File: src/rtl/rqms_pkg.sv
// shared types and constants for the ring queue with member search
`default_nettype none

package rqms_pkg;

    localparam int RQMS_DEPTH = 16;
    localparam int CAP_W      = 5;
    localparam int VALUE_W    = 31;
    localparam logic [CAP_W-1:0] CAP_RESET = 5'd16;

    typedef enum logic [1:0] {
        KIND_PUSH = 2'd0,
        KIND_POP  = 2'd1,
        KIND_FIND = 2'd2
    } kind_t;

    typedef enum logic [1:0] {
        ST_DONE  = 2'd0,
        ST_FULL  = 2'd1,
        ST_EMPTY = 2'd2
    } status_t;

    typedef enum logic [2:0] {
        S_IDLE,
        S_EXEC,
        S_POP,
        S_SCAN,
        S_RESP
    } state_t;

    typedef enum logic [3:0] {
        DP_NONE,
        DP_LOAD,
        DP_PUSH,
        DP_REFUSE,
        DP_POP_EMPTY,
        DP_POP_RD,
        DP_POP_CAP,
        DP_FIND_HIT,
        DP_FIND_MISS,
        DP_SCAN_START,
        DP_SCAN_STEP
    } dp_op_t;

    typedef struct packed {
        dp_op_t op;
        logic   load_out;
    } ctrl_cmd_t;

    typedef struct packed {
        logic [1:0] kind;
        logic       empty;
        logic       full;
        logic       cur_hit;
        logic       scan_done;
        logic       out_free;
    } dp_status_t;

endpackage

`default_nettype wire

File: src/rtl/rqms_ctrl.sv
// controller state machine sequencing push, pop and find beats
`default_nettype none

module rqms_ctrl
    import rqms_pkg::*;
(
    input  wire logic       aclk,
    input  wire logic       aresetn,
    input  wire logic       s_tvalid,
    output logic            s_tready,
    input  wire dp_status_t stat,
    output ctrl_cmd_t       cmd
);

    state_t state_reg;
    state_t state_next;

    always_ff @(posedge aclk) begin
        if (!aresetn) begin
            state_reg <= S_IDLE;
        end else begin
            state_reg <= state_next;
        end
    end

    always_comb begin
        state_next   = state_reg;
        cmd.op       = DP_NONE;
        cmd.load_out = 1'b0;
        s_tready     = 1'b0;
        case (state_reg)
            S_IDLE: begin
                s_tready = 1'b1;
                if (s_tvalid) begin
                    cmd.op     = DP_LOAD;
                    state_next = S_EXEC;
                end
            end
            S_EXEC: begin
                state_next = S_RESP;
                case (stat.kind)
                    KIND_PUSH: begin
                        cmd.op = stat.full ? DP_REFUSE : DP_PUSH;
                    end
                    KIND_POP: begin
                        if (stat.empty) begin
                            cmd.op = DP_POP_EMPTY;
                        end else begin
                            cmd.op     = DP_POP_RD;
                            state_next = S_POP;
                        end
                    end
                    KIND_FIND: begin
                        if (stat.empty) begin
                            cmd.op = DP_FIND_MISS;
                        end else if (stat.cur_hit) begin
                            cmd.op = DP_FIND_HIT;
                        end else begin
                            cmd.op     = DP_SCAN_START;
                            state_next = S_SCAN;
                        end
                    end
                    default: begin
                        cmd.op = DP_FIND_MISS;
                    end
                endcase
            end
            S_POP: begin
                cmd.op     = DP_POP_CAP;
                state_next = S_RESP;
            end
            S_SCAN: begin
                cmd.op = DP_SCAN_STEP;
                if (stat.scan_done) begin
                    state_next = S_RESP;
                end
            end
            S_RESP: begin
                if (stat.out_free) begin
                    cmd.load_out = 1'b1;
                    state_next   = S_IDLE;
                end
            end
            default: begin
                state_next = S_IDLE;
            end
        endcase
    end

endmodule

`default_nettype wire

File: src/rtl/rqms_dp.sv
// datapath: slot memory, ring indices, current register, scan and output beat
`default_nettype none

module rqms_dp
    import rqms_pkg::*;
#(
    parameter int DEPTH = RQMS_DEPTH
)
(
    input  wire logic               aclk,
    input  wire logic               aresetn,
    input  wire logic [CAP_W-1:0]   capacity,
    input  wire ctrl_cmd_t          cmd,
    output dp_status_t              stat,
    input  wire logic [1:0]         in_kind,
    input  wire logic [VALUE_W-1:0] in_value,
    output logic                    out_valid,
    input  wire logic               out_ready,
    output logic [1:0]              out_status,
    output logic [VALUE_W-1:0]      out_popped,
    output logic                    out_found
);

    localparam int IW = (DEPTH > 1) ? $clog2(DEPTH) : 1;
    localparam int EW = (IW + 1 > CAP_W) ? IW + 1 : CAP_W;
    localparam logic [EW-1:0] DEPTH_E = EW'(DEPTH);
    localparam logic [IW:0]   DEPTH_C = (IW + 1)'(DEPTH);

    logic [VALUE_W-1:0] mem [DEPTH];
    logic [VALUE_W-1:0] rdata_reg;

    logic [1:0]         kind_reg;
    logic [VALUE_W-1:0] val_reg;
    logic [IW-1:0]      ridx_reg, ridx_next;
    logic [IW-1:0]      widx_reg, widx_next;
    logic               empty_reg, empty_next;
    logic [VALUE_W-1:0] cur_reg, cur_next;
    logic [IW-1:0]      scan_idx_reg, scan_idx_next;
    logic [IW:0]        scan_cnt_reg, scan_cnt_next;
    logic               rd_valid_reg, rd_valid_next;

    logic [1:0]         res_status_reg, res_status_next;
    logic [VALUE_W-1:0] res_popped_reg, res_popped_next;
    logic               res_found_reg, res_found_next;

    logic               out_valid_reg;
    logic [1:0]         out_status_reg;
    logic [VALUE_W-1:0] out_popped_reg;
    logic               out_found_reg;

    logic [EW-1:0]      eff_cap;
    logic               full;
    logic               issue_ok;
    logic               hit_now;
    logic               scan_done;
    logic               we;
    logic [IW-1:0]      waddr;
    logic               re;
    logic [IW-1:0]      raddr;

    always_comb begin
        eff_cap = EW'(capacity);
        if (eff_cap == '0) begin
            eff_cap = EW'(1);
        end else if (eff_cap > DEPTH_E) begin
            eff_cap = DEPTH_E;
        end
    end

    function automatic logic [IW-1:0] advance(input logic [IW-1:0] idx,
                                              input logic [EW-1:0] lim);
        logic [EW-1:0] nx;
        nx = EW'(idx) + EW'(1);
        if (nx >= lim) begin
            nx = '0;
        end
        return nx[IW-1:0];
    endfunction

    assign full      = !empty_reg && (ridx_reg == widx_reg);
    assign issue_ok  = (scan_cnt_reg == '0) ||
                       ((scan_idx_reg != widx_reg) && (scan_cnt_reg < DEPTH_C));
    assign hit_now   = rd_valid_reg && (rdata_reg == val_reg);
    assign scan_done = hit_now || (!issue_ok && !rd_valid_reg);

    assign stat.kind      = kind_reg;
    assign stat.empty     = empty_reg;
    assign stat.full      = full;
    assign stat.cur_hit   = (cur_reg == val_reg);
    assign stat.scan_done = scan_done;
    assign stat.out_free  = !out_valid_reg || out_ready;

    always_comb begin
        ridx_next       = ridx_reg;
        widx_next       = widx_reg;
        empty_next      = empty_reg;
        cur_next        = cur_reg;
        scan_idx_next   = scan_idx_reg;
        scan_cnt_next   = scan_cnt_reg;
        rd_valid_next   = 1'b0;
        res_status_next = res_status_reg;
        res_popped_next = res_popped_reg;
        res_found_next  = res_found_reg;
        we              = 1'b0;
        waddr           = widx_reg;
        re              = 1'b0;
        raddr           = ridx_reg;
        case (cmd.op)
            DP_PUSH: begin
                if (empty_reg) begin
                    ridx_next = '0;
                    waddr     = '0;
                end
                we              = 1'b1;
                widx_next       = advance(waddr, eff_cap);
                empty_next      = 1'b0;
                res_status_next = ST_DONE;
                res_popped_next = '0;
                res_found_next  = 1'b0;
            end
            DP_REFUSE: begin
                res_status_next = ST_FULL;
                res_popped_next = '0;
                res_found_next  = 1'b0;
            end
            DP_POP_EMPTY: begin
                res_status_next = ST_EMPTY;
                res_popped_next = '0;
                res_found_next  = 1'b0;
            end
            DP_POP_RD: begin
                re = 1'b1;
            end
            DP_POP_CAP: begin
                cur_next        = rdata_reg;
                ridx_next       = advance(ridx_reg, eff_cap);
                empty_next      = (advance(ridx_reg, eff_cap) == widx_reg);
                res_status_next = ST_DONE;
                res_popped_next = rdata_reg;
                res_found_next  = 1'b0;
            end
            DP_FIND_HIT: begin
                res_status_next = ST_DONE;
                res_popped_next = '0;
                res_found_next  = 1'b1;
            end
            DP_FIND_MISS: begin
                res_status_next = ST_DONE;
                res_popped_next = '0;
                res_found_next  = 1'b0;
            end
            DP_SCAN_START: begin
                scan_idx_next = ridx_reg;
                scan_cnt_next = '0;
            end
            DP_SCAN_STEP: begin
                if (issue_ok && !hit_now) begin
                    re            = 1'b1;
                    raddr         = scan_idx_reg;
                    rd_valid_next = 1'b1;
                    scan_idx_next = advance(scan_idx_reg, eff_cap);
                    scan_cnt_next = scan_cnt_reg + 1'b1;
                end
                if (scan_done) begin
                    res_status_next = ST_DONE;
                    res_popped_next = '0;
                    res_found_next  = hit_now;
                end
            end
            default: begin
            end
        endcase
    end

    // slot memory, one write and one registered read port
    always_ff @(posedge aclk) begin
        if (we) begin
            mem[waddr] <= val_reg;
        end
        if (re) begin
            rdata_reg <= mem[raddr];
        end
    end

    always_ff @(posedge aclk) begin
        if (cmd.op == DP_LOAD) begin
            kind_reg <= in_kind;
            val_reg  <= in_value;
        end
        scan_idx_reg   <= scan_idx_next;
        scan_cnt_reg   <= scan_cnt_next;
        res_status_reg <= res_status_next;
        res_popped_reg <= res_popped_next;
        res_found_reg  <= res_found_next;
        if (cmd.load_out) begin
            out_status_reg <= res_status_reg;
            out_popped_reg <= res_popped_reg;
            out_found_reg  <= res_found_reg;
        end
    end

    always_ff @(posedge aclk) begin
        if (!aresetn) begin
            ridx_reg      <= '0;
            widx_reg      <= '0;
            empty_reg     <= 1'b1;
            cur_reg       <= '0;
            rd_valid_reg  <= 1'b0;
            out_valid_reg <= 1'b0;
        end else begin
            ridx_reg     <= ridx_next;
            widx_reg     <= widx_next;
            empty_reg    <= empty_next;
            cur_reg      <= cur_next;
            rd_valid_reg <= rd_valid_next;
            if (cmd.load_out) begin
                out_valid_reg <= 1'b1;
            end else if (out_ready) begin
                out_valid_reg <= 1'b0;
            end
        end
    end

    assign out_valid  = out_valid_reg;
    assign out_status = out_status_reg;
    assign out_popped = out_popped_reg;
    assign out_found  = out_found_reg;

endmodule

`default_nettype wire

File: src/rtl/ring_queue_with_member_search.sv
// top level: ring queue of identifiers with push, pop and member find
//
// input beats on s_*: s_tuser holds the operation (push, pop, find), s_tdata
// the identifier. every input beat yields exactly one result beat on m_*:
// m_tuser holds the status (done, push refused when full, pop on empty),
// m_tdata the popped identifier and the found flag.
// one beat is worked on at a time; s_tready is high only while idle.
// push and an empty pop are decided at once, a successful pop first reads its
// slot, and a find is decided at once on an empty queue or a current register
// hit and otherwise scans the queued entries, read from the slot memory one
// per cycle on its single port.
// the result register lets the next beat be accepted while a result waits;
// when m_tready stays low the following result is held back until it drains.
// capacity register at byte address 0 over the apb port, written while idle;
// the block does not enforce this. reset empties the queue, clears the current
// register and sets capacity 16; slot contents are not cleared and no clearing pass is needed.
`default_nettype none

module ring_queue_with_member_search
    import rqms_pkg::*;
#(
    parameter int DEPTH = RQMS_DEPTH
)
(
    input  wire logic        aclk,
    input  wire logic        aresetn,
    // s_tdata: value[30:0], zero[31]
    input  wire logic        s_tvalid,
    output logic             s_tready,
    input  wire logic [31:0] s_tdata,
    // s_tuser: kind[1:0]
    input  wire logic [1:0]  s_tuser,
    // m_tdata: popped_value[30:0], found[31]
    output logic             m_tvalid,
    input  wire logic        m_tready,
    output logic [31:0]      m_tdata,
    // m_tuser: status[1:0]
    output logic [1:0]       m_tuser,
    input  wire logic        psel,
    input  wire logic        penable,
    input  wire logic        pwrite,
    input  wire logic [2:0]  paddr,
    input  wire logic [31:0] pwdata,
    output logic [31:0]      prdata,
    output logic             pready
);

    logic [CAP_W-1:0]   capacity_reg;
    ctrl_cmd_t          cmd;
    dp_status_t         stat;
    logic [1:0]         out_status;
    logic [VALUE_W-1:0] out_popped;
    logic               out_found;

    assign pready = 1'b1;

    always_ff @(posedge aclk) begin
        if (!aresetn) begin
            capacity_reg <= CAP_RESET;
        end else if (psel && penable && pwrite && !paddr[2]) begin
            capacity_reg <= pwdata[CAP_W-1:0];
        end
    end

    assign prdata = paddr[2] ? 32'd0 : {{(32 - CAP_W){1'b0}}, capacity_reg};

    rqms_ctrl u_ctrl (
        .aclk     (aclk),
        .aresetn  (aresetn),
        .s_tvalid (s_tvalid),
        .s_tready (s_tready),
        .stat     (stat),
        .cmd      (cmd)
    );

    rqms_dp #(
        .DEPTH (DEPTH)
    ) u_dp (
        .aclk       (aclk),
        .aresetn    (aresetn),
        .capacity   (capacity_reg),
        .cmd        (cmd),
        .stat       (stat),
        .in_kind    (s_tuser),
        .in_value   (s_tdata[VALUE_W-1:0]),
        .out_valid  (m_tvalid),
        .out_ready  (m_tready),
        .out_status (out_status),
        .out_popped (out_popped),
        .out_found  (out_found)
    );

    assign m_tuser = out_status;
    assign m_tdata = {out_found, out_popped};

endmodule

`default_nettype wire
File: config.mk
export PLATFORM = sky130hd
export DESIGN_NAME = ring_queue_with_member_search
export DESIGN_NICKNAME = d
export VERILOG_FILES = /design/src/rtl/rqms_pkg.sv /design/src/rtl/rqms_ctrl.sv /design/src/rtl/rqms_dp.sv /design/src/rtl/ring_queue_with_member_search.sv
export SDC_FILE = /design/constraint.sdc
export NUM_CORES = 1
export LEC_CHECK = 0
export ABC_AREA = 0
export BUFFER_PORTS_ARGS = -buffer_cell sky130_fd_sc_hd__buf_2
export CORE_ASPECT_RATIO = 0.6
export CORE_MARGIN = 1.5
export CORE_UTILIZATION = 35
export DETAILED_ROUTE_END_ITERATION = 8
export REMOVE_ABC_BUFFERS = 1
export SLEW_MARGIN = 20
export SYNTH_ARGS = -nofsm -noshare
export SYNTH_HDL_FRONTEND = slang
export SYNTH_SLANG_ARGS = --single-unit
export TNS_END_PERCENT = 100
File: constraint.sdc
create_clock -name aclk -period 11.8 [get_ports aclk]
set_input_delay 1.18 -clock aclk [delete_from_list [all_inputs] [get_ports aclk]]
set_output_delay 1.18 -clock aclk [all_outputs]
set_load 0.03 [all_outputs]
==> reports/metrics.yaml <==
die:
  die_w_um: 419
  num_rows: 91
  die_h_um: 253
  die-area_sq_mm: 0.106
  pin_count: 145
  start_util: 0.354
  coreArea_sq_mm: 0.103
clock_tree:
  postCtsSetupBuffers: 0
  cts_buffers: 70
  clkTransAtPathRegs_ps: 70
  insertion_delay_ps: 650
  cts_root_buffer: "clkbuf_16"
  htreeDepth: 3
  cts_tree: "built"
  cts_buffer_depth: 3
  postCtsHoldBufs: 0
  cts_resized: 0
  cts.sinks: 687
pwr:
  ir_worst_vdd_mv: 0.0997
  power_density_mw_per_mm2: 131
  swShare: 0.233
  seqPwrFrac: 0.528
  p_int_w: 0.00401
  clkPwrFrac: 0.427
  p_comb_frac: 0.045
  p_sw_w: 0.00122
  power.leakage_nw: 12.6
  p_total_w: 0.00522
place:
  pre_cts_ws_ps: 5610
  place_hpwl_mm: 57.7
  place.gp.congestion: 0.778
  io_buffers: 86
  placed_cell_area_sq_mm: 0.0377
route:
  drt_iter0_markers: 4030
  drc_errors: 0
  drt-total-wl_mm: 117
  ant_nets: 0
  viasPerCell: 6.26
  wl_per_cell_um: 26.0
  dr.pass1.iters: 6
  vias: 28206
timing:
  relSlewSlack: 0.196
  slew_viol_final: 0
  setup_ws_ps: 5520
  finalClockSkew_ps: 30.0
  rsz0062_at_grt: "no"
  finalCritPeriodShare: 0.532
  tightest_slew_ps: 1210
  whs_ps: 417
  setup_viol: 0
  finalHoldViolations: 0
  final.min_clock_period_ps: 6280
  fmaxAchievable_mhz: 159
yosys:
  synth_cell_type_count: 68
  synth_seq_area_share: 0.554
  synth_seq_cells: 687
  synth.avg_cell_area_sq_um: 11.4
  netlist_area_sq_mm: 0.0364
  ys_async_sr_fraction: 0
  yosys_warnings: 0
  synth_edf_count: 637
  synth_ff_type: "edfxtp_1"
  synth_cells: 3197
worst_hold_path:
  min_path_cells: 0
  hp-start: "u_dp.res_popped_reg[4]"
  timing.hold.worst_endpoint: "u_dp.out_popped[4]"
  hp-class: "reg2reg"
cells_and_area:
  top_register: "u_dp.mem"
  drive_above_1_share: 0.0954
  finalNetCount: 3155
  syn_to_final_growth_pct: 10.0
  largest_reg_flops: 496
  nFillCells: 9753
  fin_util: 0.389
  design_area_sq_mm: 0.0400
critical_path:
  cp.arrival_ps: 6650
  reg2regPathDepth: 10
  worstReg2RegStart: "u_dp.val_reg[21]"
  crit_type: "reg2reg"
  endpoint_kind: "flip-flop"
  critical_path_required_ps: 12170
  cp-start-kind: "flip-flop"
  r2r_end: "u_dp.rdata_reg[2]"
  path_max_fanout: 70
  r2r_slack_ps: 5520
global_routing:
  grt_usage: 0.215
  grt_pass1_vias: 26630
  grt_pass1_wl_mm: 174
  grt_overflow: 0
  grt_max_degree: 221
  antenna_found_initial: 2
job:
  cap_violations: 0
status:
  status: "complete, no violations"
## cells by family after synthesis
group,count (synthesis),share of synthesized area
buffers and inverters,653,0.0737
XOR/XNOR,80,0.0193
multiplexers,37,0.0102
other,2,0.000207
flip-flops,687,0.554
AO/OA/AOI/OAI,960,0.227
adder cells (fa/ha/maj),24,0.00826
AND/OR/NAND/NOR,754,0.107
## layer usage
layer,share of wire,global-route usage,vias up
li1,-,-,12273
met3,0.10,0.0452,238
met1,0.43,0.312,14060
met5,0,0,-
met2,0.43,0.314,1635
met4,0.029,0.0747,0
## synth_stat cells (3+ instances only)
cell       number  area [sq um]
a22o_1         62           543
or2_2           4          25.0
buf_1          20          75.1
o31ai_1         6          45.0
nand2_1       269          1010
buf_2          48           240
a21oi_1        19          95.1
a2bb2oi_1       3          26.3
buf_6           7          78.8
mux2i_1        37           370
o21ai_0        12          60.1
nor2b_1        12          75.1
and2_1         32           200
nor2_1         75           282
edfxtp_1      637         19100
a22oi_1         3          22.5
clkbuf_1      285          1070
nand2b_1      261          1630
or4_1          30           225
nor3_1          9          45.0
a311o_1       125          1250
nand3_1        16          80.1
and3_1          9          56.3
inv_1         261           980
a2111oi_0     249          2180
ha_1           24           300
nor4_1          8          50.1
a211oi_1        5          37.5
buf_4          31           233
dfxtp_1        50          1000
o32ai_1         3          26.3
o22ai_1        60           375
nand4_1        18           113
a311oi_1      373          3270
o21a_1          3          22.5
a31oi_1         6          37.5
a21o_1          8          60.1
xnor2_1        70           613
xor2_1         10          87.6
## cell usage in the layout (no fill, tap or decap), drive strengths merged, types with 6 or more instances in the layout
cell type,Yosys,routed
a22o,62,62
a21o,8,8
nor2b,12,12
nand4,19,19
edfxtp,637,637
or4,30,30
inv,262,262
and2,33,33
ha,24,24
nand2,269,269
clkinv,0,18
clkbuf,285,109
conb,2,28
buf,106,151
nand3,16,16
nor2,75,75
nand2b,261,261
xor2,10,10
o22ai,60,60
mux2i,37,37
dfxtp,50,50
and3,9,9
a21oi,19,19
a31oi,8,8
a2111oi,249,249
nor4,10,10
nor3,9,9
o31ai,6,6
a311oi,373,373
o21ai,12,12
xnor2,70,70
a311o,125,125
## layout make-up
cell class | instances | area (sq um) | share of cell area
inverter | 262 | 983 | 0.0246
antenna | 1 | 2.50 | 0.0000625
sequential | 687 | 20100 | 0.503
tap | 1395 | 1750 | 0.0436
multi-input combinational | 1883 | 13900 | 0.348
timing repair buffer | 151 | 997 | 0.0249
clock inverter | 20 | 143 | 0.00356
clock buffer | 109 | 2080 | 0.0521
## stage by stage
step / cells / setup TNS [ps]
final: 4508 / 0
after global routing: 4507 / 0
after CTS: 4506 / 0
after detailed placement: 4377 / 0
after global placement: 4377 / 0
after floorplan: 2832 / -2552110
## worst max path at each step
stage | startpoint | end | slack [ps] | cells after the start
floorplan | u_dp.scan_idx_reg[1] | u_dp.rdata_reg[0] | -11030 | 5
global placement | s_tvalid | u_dp.rdata_reg[22] | 5640 | 12
detailed placement | s_tvalid | u_dp.rdata_reg[0] | 5610 | 12
CTS | u_dp.val_reg[19] | u_dp.rdata_reg[2] | 5630 | 10
global route | u_dp.val_reg[21] | u_dp.rdata_reg[22] | 5420 | 10
finish | u_dp.val_reg[21] | u_dp.rdata_reg[2] | 5520 | 10
## worst max-delay path, cell delays in order (launching register included)
cell	delay (ps)
edfxtp_1	790
xnor2_1	190
nand4_1	330
nor4_2	1020
a31o_4	760
buf_4	740
buf_4	780
a2111oi_0	210
a311o_1	360
a22o_1	180
or4_1	510
## power by group through the flow
stage / clock network (W) / registers [W] / logic (W)
2_1_floorplan: 0 / 0.00281 / 0.000114
3_3_place_gp: 0 / 0.00281 / 0.000231
3_5_place_dp: 0 / 0.00281 / 0.000232
4_1_cts: 0.00226 / 0.00276 / 0.000232
5_1_grt: 0.00235 / 0.00276 / 0.000248
6_report: 0.00223 / 0.00276 / 0.000236
(Power assumes the default switching activity.)
